`config.mk`:
```
export PLATFORM = sky130hd
export DESIGN_NAME = json_text_pretty_printer
export DESIGN_NICKNAME = d
export VERILOG_FILES = /design/src/design/jpp_pkg.sv /design/src/design/jpp_step.sv /design/src/design/json_text_pretty_printer.sv
export SDC_FILE = /design/constraint.sdc
export NUM_CORES = 1
export LEC_CHECK = 0
export BUFFER_PORTS_ARGS = -buffer_cell sky130_fd_sc_hd__buf_4
export CORE_ASPECT_RATIO = 1.25
export CORE_MARGIN = 2
export CORE_UTILIZATION = 43
export CTS_CLUSTER_DIAMETER = 80
export DETAILED_ROUTE_END_ITERATION = 8
export GPL_ROUTABILITY_DRIVEN = 0
export GPL_TIMING_DRIVEN = 0
export PLACE_DENSITY = 0.7
export SLEW_MARGIN = 0
export SYNTH_ARGS = -nofsm -noshare
export SYNTH_HDL_FRONTEND = slang
export SYNTH_SLANG_ARGS = --single-unit
```
`constraint.sdc`:
```
create_clock -name clk -period 4 [get_ports clk]
set_clock_uncertainty 0.15 [all_clocks]
set_input_delay 0 -clock clk [delete_from_list [all_inputs] [get_ports clk]]
set_output_delay 0 -clock clk [all_outputs]
set_load 0.01 [all_outputs]
```
`src/design/jpp_pkg.sv`:
```
package jpp_pkg;

  // default nesting ceiling and register reset value
  localparam int unsigned MAX_LEVEL_DEF = 63;
  localparam logic [3:0] INDENT_WIDTH_RESET = 4'd2;

  // field widths
  localparam int unsigned BYTE_W = 8;
  localparam int unsigned INDENT_W = 10;
  localparam int unsigned WIDTH_W = 4;
  localparam int unsigned OUT_DATA_W = 24;

  // characters with a structural meaning
  localparam logic [7:0] CH_BACKSLASH = 8'h5C;
  localparam logic [7:0] CH_COLON = 8'h3A;
  localparam logic [7:0] CH_QUOTE = 8'h22;
  localparam logic [7:0] CH_LBRACE = 8'h7B;
  localparam logic [7:0] CH_LBRACKET = 8'h5B;
  localparam logic [7:0] CH_RBRACE = 8'h7D;
  localparam logic [7:0] CH_RBRACKET = 8'h5D;
  localparam logic [7:0] CH_COMMA = 8'h2C;
  localparam logic [7:0] CH_N = 8'h6E;
  localparam logic [7:0] CH_B = 8'h62;
  localparam logic [7:0] CH_F = 8'h66;
  localparam logic [7:0] CH_R = 8'h72;
  localparam logic [7:0] CH_T = 8'h74;
  localparam logic [7:0] CH_U = 8'h75;

  // text scanner flags
  typedef struct packed {
    logic in_quote;
    logic escape_pending;
    logic break_pending;
  } jpp_flags_t;

  // formatting decision for one byte
  typedef struct packed {
    logic newline_before;
    logic [INDENT_W-1:0] indent_spaces;
    logic space_after;
  } jpp_fmt_t;

endpackage

```
`src/design/jpp_step.sv`:
```
module jpp_step import jpp_pkg::*; #(
  parameter int unsigned MAX_LEVEL = MAX_LEVEL_DEF
) (
  input  logic [$clog2(MAX_LEVEL+1)-1:0] level,
  input  jpp_flags_t                     flags,
  input  logic [BYTE_W-1:0]              prev_byte,
  input  logic [BYTE_W-1:0]              text_byte,
  input  logic                           start_of_text,
  input  logic [WIDTH_W-1:0]             indent_width,
  output logic [$clog2(MAX_LEVEL+1)-1:0] level_next,
  output jpp_flags_t                     flags_next,
  output jpp_fmt_t                       fmt
);

  localparam int unsigned LW = $clog2(MAX_LEVEL+1);
  localparam int unsigned PW = LW + WIDTH_W;
  localparam logic [LW-1:0] LEVEL_MAX = LW'(MAX_LEVEL);

  logic [LW-1:0] cur_level;
  jpp_flags_t cur_flags;
  logic [BYTE_W-1:0] cur_prev;
  logic emit_indent;
  logic [PW-1:0] prod;
  logic [PW+INDENT_W-1:0] prod_ext;

  // start of text clears the state before the byte is handled
  assign cur_level = start_of_text ? '0 : level;
  assign cur_flags = start_of_text ? '0 : flags;
  assign cur_prev = start_of_text ? '0 : prev_byte;

  // per-byte state update and formatting decision
  always_comb begin
    level_next = cur_level;
    flags_next = cur_flags;
    fmt.newline_before = 1'b0;
    fmt.space_after = 1'b0;
    emit_indent = 1'b0;
    case (text_byte)
      CH_BACKSLASH: begin
        if (!cur_flags.escape_pending) begin
          if (cur_flags.in_quote) flags_next.escape_pending = 1'b1;
        end else begin
          flags_next.escape_pending = 1'b0;
        end
      end
      CH_COLON: begin
        if (!cur_flags.in_quote) fmt.space_after = 1'b1;
      end
      CH_QUOTE: begin
        if (cur_flags.break_pending) begin
          fmt.newline_before = 1'b1;
          emit_indent = 1'b1;
          flags_next.break_pending = 1'b0;
        end
        if (!cur_flags.escape_pending) flags_next.in_quote = !cur_flags.in_quote;
        flags_next.escape_pending = 1'b0;
      end
      CH_LBRACE, CH_LBRACKET: begin
        if (!cur_flags.in_quote) begin
          if (cur_level < LEVEL_MAX) level_next = cur_level + LW'(1);
          flags_next.break_pending = 1'b1;
        end else begin
          flags_next.escape_pending = 1'b0;
        end
      end
      CH_RBRACE, CH_RBRACKET: begin
        if (!cur_flags.in_quote) begin
          if (cur_prev != CH_LBRACKET && cur_prev != CH_LBRACE) fmt.newline_before = 1'b1;
          if (cur_level != '0) level_next = cur_level - LW'(1);
          if (!cur_flags.break_pending) emit_indent = 1'b1;
          flags_next.break_pending = 1'b0;
        end else begin
          flags_next.escape_pending = 1'b0;
        end
      end
      CH_COMMA: begin
        if (!cur_flags.in_quote) flags_next.break_pending = 1'b1;
        else flags_next.escape_pending = 1'b0;
      end
      default: begin
        if (text_byte == CH_N || text_byte == CH_B || text_byte == CH_F ||
            text_byte == CH_R || text_byte == CH_T || text_byte == CH_U) begin
          if (cur_flags.in_quote && cur_flags.escape_pending)
            flags_next.escape_pending = 1'b0;
        end
        if (cur_flags.break_pending) begin
          fmt.newline_before = 1'b1;
          emit_indent = 1'b1;
          flags_next.break_pending = 1'b0;
        end
      end
    endcase

    // indent from the level after this byte, kept to ten bits
    prod = PW'(level_next) * PW'(indent_width);
    prod_ext = {{INDENT_W{1'b0}}, prod};
    fmt.indent_spaces = emit_indent ? prod_ext[INDENT_W-1:0] : '0;
  end

endmodule

```
`src/design/json_text_pretty_printer.sv`:
```
// channel   | direction | payload
// s_axis    | in        | tdata: text_byte[7:0]; tuser: start_of_text
// m_axis    | out       | tdata: newline_before, indent_spaces, out_byte, space_after
// cfg_wr    | in        | indent_width[3:0], written when cfg_wr_en is high
//
// one byte per cycle sustained while the output is not stalled; the scanner
// state (level, flags, previous byte) closes its loop through the step logic
// bytes pass through the input register, then the result register
// rst is synchronous and clears the scanner state, indent_width returns to 2
// a stalled result holds while the input register still takes one byte
module json_text_pretty_printer import jpp_pkg::*; #(
  parameter int unsigned MAX_LEVEL = MAX_LEVEL_DEF
) (
  input  logic                  clk,
  input  logic                  rst,
  input  logic                  s_axis_tvalid,
  output logic                  s_axis_tready,
  input  logic [BYTE_W-1:0]     s_axis_tdata,  // text_byte[7:0]
  input  logic                  s_axis_tuser,  // start_of_text
  output logic                  m_axis_tvalid,
  input  logic                  m_axis_tready,
  // newline_before[0], indent_spaces[10:1], out_byte[18:11], space_after[19], zeros
  output logic [OUT_DATA_W-1:0] m_axis_tdata,
  input  logic                  cfg_wr_en,
  input  logic [WIDTH_W-1:0]    cfg_wr_data
);

  localparam int unsigned LW = $clog2(MAX_LEVEL+1);
  localparam int unsigned PAD_W = OUT_DATA_W - (2 + INDENT_W + BYTE_W);

  logic [WIDTH_W-1:0] indent_width;
  logic in_valid;
  logic [BYTE_W-1:0] in_byte;
  logic in_start;
  logic advance;
  logic [LW-1:0] level;
  logic [LW-1:0] level_next;
  jpp_flags_t flags;
  jpp_flags_t flags_next;
  logic [BYTE_W-1:0] prev_byte;
  jpp_fmt_t fmt;
  jpp_fmt_t out_fmt;
  logic [BYTE_W-1:0] out_byte;

  // result register moves when empty or taken
  assign advance = in_valid && (!m_axis_tvalid || m_axis_tready);
  assign s_axis_tready = !in_valid || advance;

  // configuration register
  always_ff @(posedge clk) begin
    if (rst) indent_width <= INDENT_WIDTH_RESET;
    else if (cfg_wr_en) indent_width <= cfg_wr_data;
  end

  // input register
  always_ff @(posedge clk) begin
    if (rst) begin
      in_valid <= 1'b0;
    end else if (s_axis_tready) begin
      in_valid <= s_axis_tvalid;
    end
  end

  always_ff @(posedge clk) begin
    if (s_axis_tvalid && s_axis_tready) begin
      in_byte <= s_axis_tdata;
      in_start <= s_axis_tuser;
    end
  end

  jpp_step #(
    .MAX_LEVEL(MAX_LEVEL)
  ) u_step (
    .level        (level),
    .flags        (flags),
    .prev_byte    (prev_byte),
    .text_byte    (in_byte),
    .start_of_text(in_start),
    .indent_width (indent_width),
    .level_next   (level_next),
    .flags_next   (flags_next),
    .fmt          (fmt)
  );

  // scanner state
  always_ff @(posedge clk) begin
    if (rst) begin
      level <= '0;
      flags <= '0;
      prev_byte <= '0;
    end else if (advance) begin
      level <= level_next;
      flags <= flags_next;
      prev_byte <= in_byte;
    end
  end

  // result register
  always_ff @(posedge clk) begin
    if (rst) begin
      m_axis_tvalid <= 1'b0;
    end else if (!m_axis_tvalid || m_axis_tready) begin
      m_axis_tvalid <= in_valid;
    end
  end

  always_ff @(posedge clk) begin
    if (advance) begin
      out_fmt <= fmt;
      out_byte <= in_byte;
    end
  end

  assign m_axis_tdata = {{PAD_W{1'b0}}, out_fmt.space_after, out_byte,
                         out_fmt.indent_spaces, out_fmt.newline_before};

`ifndef ASSERT_OFF
  // level stays within its ceiling
  assert property (@(posedge clk) disable iff (rst) level <= LW'(MAX_LEVEL))
    else $error("nest level above ceiling");

  // a colon space and a line break never come together
  assert property (@(posedge clk) disable iff (rst)
    m_axis_tvalid |-> !(out_fmt.newline_before && out_fmt.space_after))
    else $error("newline and space on the same byte");

  // space after only for a colon
  assert property (@(posedge clk) disable iff (rst)
    (m_axis_tvalid && out_fmt.space_after) |-> (out_byte == CH_COLON))
    else $error("space after a byte other than colon");

  // a held input byte is not lost while the result stalls
  assert property (@(posedge clk) disable iff (rst)
    (in_valid && !advance) |=> (in_valid && $stable(in_byte)))
    else $error("input register dropped a stalled byte");
`endif

endmodule

```
==> results.cfg, run 1 <==
[die]
coreArea_mm2 = 0.00731
dieHeight_um = 101
die_w_um = 81.5
initial_core_util_pct = 44.1
io_pins = 44
fp-row-count = 35
die-area_mm2 = 0.00821

[worst_setup_path]
required_ns = 3.92
startpoint_type = flop
crit_path_max_fanout = 6
end_kind = flop
cp.arrival_ns = 4.22
critPathKind = flop to flop

[min_path]
hold_path_class = primary input to flop

[sta]
finalCritPeriodShare_pct = 107
period_needed_ns = 4.29
worstMarginPinSlew_ns = 0.691
hold_violations = 0
hold-worst-slack_ns = 0.247
drv_slew = 0
slew_headroom_pct = 53.9
rsz0062_at_grt = yes
setup_viol = 5
fmax_mhz = 233
fin_ws_ns = -0.294

[power]
power_leakage_uw = 0.00175
switchingPower_uw = 269
power.density_mw_per_mm2 = 255
totalPowerFinal_uw = 1120
peakVddDrop_mv = 0.214
internal_power_uw = 848
p_sw_share_pct = 24.1
seq_power_share_pct = 53.3
p_comb_share_pct = 13.9
pwr-share-clk_pct = 32.8

[run_status]
outcome = complete, but fails checks
violations = negative setup slack

[synthesis]
synth_cell_types = 66
synth_top_area_share_pct = 27.0
synth_seq_cells = 51
synthArstFlopShare_pct = 0
yosysTopAreaCell = edfxtp_1
synthTopCellsByArea = edfxtp_1 (27%), dfxtp_1 (14%), ha_1 (6.6%)
seq_area_frac_synth_pct = 40.7
synthFlopType = edfxtp_1
synth-edff-count = 29
syn_avg_cell_area_um2 = 9.37
yosysWarningCount = 0
synth_area_mm2 = 0.00322
synth_cells = 344

[detailed_routing]
route.detailed.drc = 0
antenna_left = 0
dr_total_vias = 2857
routed_wl_um = 8280
via_per_inst = 5.40
drt-pass1-iter-count = 4
post_drt_wl_per_cell_um = 15.6
first_iter_violations = 126

[clock_tree]
clk_latency_ns = 0.31
cts_tree = done
cts.sinks = 51
cts_buffers = 5
h-tree-depth = 2
clkTransAtPathRegs_ns = 0.10
root_buffer = clkbuf_8
clock_path_buffers = 2

[cells_and_area]
num_antenna_cells = 0
syn2layout_area_growth_pct = 36.0
drive_above_1_share_pct = 29.5
nets = 479
fill_cells = 616
final_common_cell = buf_4
final_cell_mix = buf_4 (66), nand2_1 (32), edfxtp_1 (29)

[grt]
grt_max_degree = 29
grt_pass1_wl_um = 13000
grt_usage_pct = 20.7
antenna_found_initial = 0
grt_pass1_vias = 2821
grt_overflow = 0

[place]
hpwl_um = 5430
portBuffers = 38

[job]
cap_violations = 0
## sequential cells by signal, indices dropped and copies added (netlist names)
signal	flops
m_axis_tvalid	1
flags	3
level	6
m_axis_tdata	12
in_start	1
indent_width	4
prev_byte	7
out_byte	8
in_byte	8
in_valid	1
## critical path, cell delays in order, from the launching register on
cell,delay [ns]
edfxtp_1,0.52
nand4b_1,0.26
buf_4,0.18
o21ai_4,0.15
mux2i_1,0.09
a21o_1,0.23
nor2_4,0.14
nand2_2,0.08
fa_1,0.52
inv_2,0.04
fa_2,0.61
inv_2,0.05
fa_2,0.41
nor2b_4,0.14
nor3_2,0.05
o21bai_1,0.15
a21oi_1,0.09
xor2_1,0.13
nor2_1,0.05
## path summary, 6_finish.rpt
path / slack [ns] / depth (start not counted) / startpoint / to
setup / recovery: -0.29 / 18 / in_start$_DFFE_PP_ / m_axis_tdata[9]$_SDFFCE_PN0P_
hold / removal: 0.25 / 2 / s_axis_tdata[6] / in_byte[6]$_DFFE_PP_
setup reg to reg: -0.29 / 18 / in_start$_DFFE_PP_ / m_axis_tdata[9]$_SDFFCE_PN0P_
hold reg to reg: 0.30 / 0 / in_byte[0]$_DFFE_PP_ / out_byte[0]$_DFFE_PP_
## repair_timing
| item | 4_1_cts | 5_1_grt |
|---|---|---|
| hold buffers | 21 | 0 |
| pin swaps | 11 | 20 |
| endpoints found under the hold margin | 17 | 0 |
| buffers inserted | 18 | 6 |
| gates resized for setup | 29 | 16 |
| setup endpoints to repair | 7 | 5 |
## stage by stage
step                      cell area (um2)  TNS (ns)  utilization [%]  cells  setup WS (ns)
final                                4380    -0.713             59.9    529         -0.294
after floorplan                      3300  -0.00177                -    347       -0.00177
after detailed placement             3700     -2.16             50.6    477         -0.563
after global routing                 4380     -1.59             59.9    529         -0.461
after global placement               3700     -1.88             50.6    477         -0.517
after CTS                            4270    -0.455             58.4    523         -0.237
## cell families (layout without fill, tap and decap cells)
logic type	Yosys count	in the layout	share of synthesized area [%]
flops	51	51	40.7
mux	6	6	1.86
xor+xnor	8	8	2.17
buf+inv	37	127	4.97
compound gates	69	69	14.4
fa+ha+maj	25	25	11.6
other cells	1	4	0.116
simple gates	147	147	24.2
## synth_stat cells, types with 4 or more instances
cell,count
fa_1,8
nor2_1,28
xor2_1,4
a21oi_1,21
xnor2_1,4
o21bai_1,4
and2_1,14
edfxtp_1,29
buf_4,4
mux2i_1,6
nand3_1,8
clkbuf_1,9
dfxtp_1,22
nor2b_1,19
buf_2,4
inv_1,18
nor3_1,10
ha_1,17
nand2_1,34
nand2b_1,9
or3_1,4
o21ai_0,16
## layout make-up
| cell class | count | area [um2] | share of cell area (%) |
|---|---|---|---|
| Tap cell | 92 | 115 | 2.63 |
| Multi-Input combinational cell | 259 | 1990 | 45.3 |
| Buffer | 18 | 111 | 2.54 |
| Sequential cell | 51 | 1310 | 29.9 |
| Inverter | 18 | 67.6 | 1.54 |
| Clock inverter | 2 | 38.8 | 0.885 |
| Clock buffer | 6 | 72.6 | 1.66 |
| Timing Repair Buffer | 83 | 679 | 15.5 |
## layer usage
layer,GRT usage (%),up-vias,share of wire (%)
met4,8.34,0,3.1
met3,3.49,25,3.8
met1,21.8,1373,37
met5,0,-,0
met2,39.6,78,56
li1,-,1381,-
## power by group through the flow
stage	Sequential [uW]	Combinational [uW]	Clock, uW
after CTS	594	148	375
after global placement	609	107	0
after floorplan	609	61.7	0
after detailed placement	610	109	0
final	595	155	366
after global routing	598	168	394
No activity file was read; power rests on OpenSTA's default activity.
==> run 2: changes to the inputs <==
ABC_CLOCK_PERIOD_IN_PS = 4000   (was unset)
CORE_UTILIZATION = 52   (was 43)
PLACE_DENSITY = 0.81   (was 0.7)
==> results.cfg, run 2 (synthesis gave the netlist of run 1 again) <==
[sta]
rsz0062_at_grt = yes
period_needed_ns = 4.35
worstMarginPinSlew_ns = 0.655
fin_ws_ns = -0.354
setup_viol = 5
fmax_mhz = 230
finalCritPeriodShare_pct = 109
finalSetupTns_ns = -0.931
drv_slew = 0
slew_headroom_pct = 56.3
hold_violations = 0

[place]
place_area_mm2 = 0.00369
portBuffers = 38
hpwl_um = 5200

[detailed_routing]
routed_wl_um = 8370
via_per_inst = 5.70
first_iter_violations = 208
antenna_left = 0
drt-pass1-iter-count = 4
post_drt_wl_per_cell_um = 16.2
dr_total_vias = 2951
route.detailed.drc = 0

[power]
internal_power_uw = 782
pwr-share-clk_pct = 29.6
switchingPower_uw = 281
p_sw_share_pct = 26.4
power_leakage_uw = 0.00173
peakVddDrop_mv = 0.181
p_comb_share_pct = 14.5
seq_power_share_pct = 55.9
power.density_mw_per_mm2 = 247

[cells_and_area]
fill_cells = 445
fin_area_mm2 = 0.00431
num_antenna_cells = 0
largest_reg_flops = 12
syn2layout_area_growth_pct = 33.6
final_common_cell = buf_4
final_cell_mix = buf_4 (64), nand2_1 (32), edfxtp_1 (29)
drive_above_1_share_pct = 28.9
nets = 475

[worst_setup_path]
crit_chain = buf_6 > nand4b_1 > o21ai_2 > mux2i_1 > a21o_1 > nor2_4 > and2_4 > fa_1 > inv_1 > fa_1 > inv_2 > ha_4 > nand3_2 > o211ai_1 > nor4_2 > nor3_2 > xnor2_1 > nor2_1
end_kind = flop
cp.arrival_ns = 4.28
startpoint_type = flop
crit_path_max_fanout = 4
required_ns = 3.92
critPathKind = flop to flop
cp_common_cell = fa_1
crit_slowest_cell = fa_1
cp.buffers_inverters = 3
crit_path_max_incr_delay_ns = 0.54
cp_top_family = adder cells

[run_status]
outcome = complete, but fails checks
violations = negative setup slack

[clock_tree]
cts_buffers = 5
h-tree-depth = 2
clock_path_buffers = 2
cts.sinks = 51
cts_tree = done
root_buffer = clkbuf_8
clkTransAtPathRegs_ns = 0.10
clk_latency_ns = 0.32

[die]
fp-row-count = 32
die_w_um = 74.4
dieHeight_um = 92.0
coreArea_mm2 = 0.00609
die-area_mm2 = 0.00685
io_pins = 44
initial_core_util_pct = 53.0

[grt]
grt_overflow = 0
grt_usage_pct = 25.1
grt_pass1_vias = 2912
grt_max_degree = 29
antenna_found_initial = 0
grt_pass1_wl_um = 13300

[min_path]
hold_path_class = primary input to flop

[job]
cap_violations = 0
[run 2: cell types whose count changed in the layout (fill, tap and decap cells not counted), moves of 2 or more]
| cell | before | now |
|---|---|---|
| a21oi_2 | 3 | 5 |
| buf_4 | 66 | 64 |
| inv_1 | 14 | 16 |
| inv_2 | 4 | 2 |
| nand3_1 | 5 | 7 |
| nand3_2 | 3 | 1 |
[run 2: what timing repair did]
| action | in CTS | in global routing |
|---|---|---|
| pin swaps | 21 | 9 |
| hold buffers | 21 | 0 |
| resized for setup | 32 | 7 |
| setup buffers | 17 | 5 |
| cloned | 0 | 0 |
| endpoints found under the setup margin | 7 | 6 |
| endpoints found under the hold margin | 17 | 0 |
[run 2: power groups by stage]
stage / sequential, uW / combinational (uW) / clock (uW)
finish: 594 / 154 / 315
global route: 597 / 166 / 329
CTS: 595 / 145 / 312
detailed placement: 610 / 109 / 0
global placement: 609 / 106 / 0
floorplan: 609 / 61.7 / 0
[run 2: layout make-up]
class | count | area (um2) | share of cell area (%)
clock buffer | 6 | 72.6 | 1.68
multi-input combinational | 259 | 1970 | 45.7
buffer | 16 | 96.3 | 2.24
tap | 85 | 106 | 2.47
clock inverter | 2 | 16.3 | 0.378
sequential | 51 | 1310 | 30.5
timing repair buffer | 81 | 664 | 15.4
inverter | 18 | 67.6 | 1.57
[run 2: stage by stage]
stage                     power, uW  worst slack [ns]  cells  hold WS, ns  util, %
after floorplan                 670          -0.00177    347      -0.0514        -
after global placement          715            -0.477    470       0.0285     60.7
after detailed placement        719            -0.593    470       0.0296     60.7
after CTS                      1050            -0.298    513        0.249     69.3
after global routing           1090            -0.629    518        0.237     70.8
final                          1060            -0.354    518        0.240     70.8
[run 2: layer usage]
| layer | wire, um | track usage [%] |
|---|---|---|
| met3 | 522 | 3.96 |
| met1 | 3160 | 29.5 |
| met5 | 0 | 0 |
| met4 | 439 | 15.8 |
| met2 | 4240 | 41.5 |
[run 2: worst paths after layout]
| path | from | endpoint | slack, ns | cells after the start |
|---|---|---|---|---|
| max | in_start$_DFFE_PP_ | m_axis_tdata[10]$_SDFFCE_PN0P_ | -0.35 | 18 |
| min | s_axis_tdata[0] | in_byte[0]$_DFFE_PP_ | 0.24 | 2 |
| max reg2reg | in_start$_DFFE_PP_ | m_axis_tdata[10]$_SDFFCE_PN0P_ | -0.35 | 18 |
| min reg2reg | prev_byte[7]$_SDFFE_PP0P_ | prev_byte[7]$_SDFFE_PP0P_ | 0.31 | 2 |
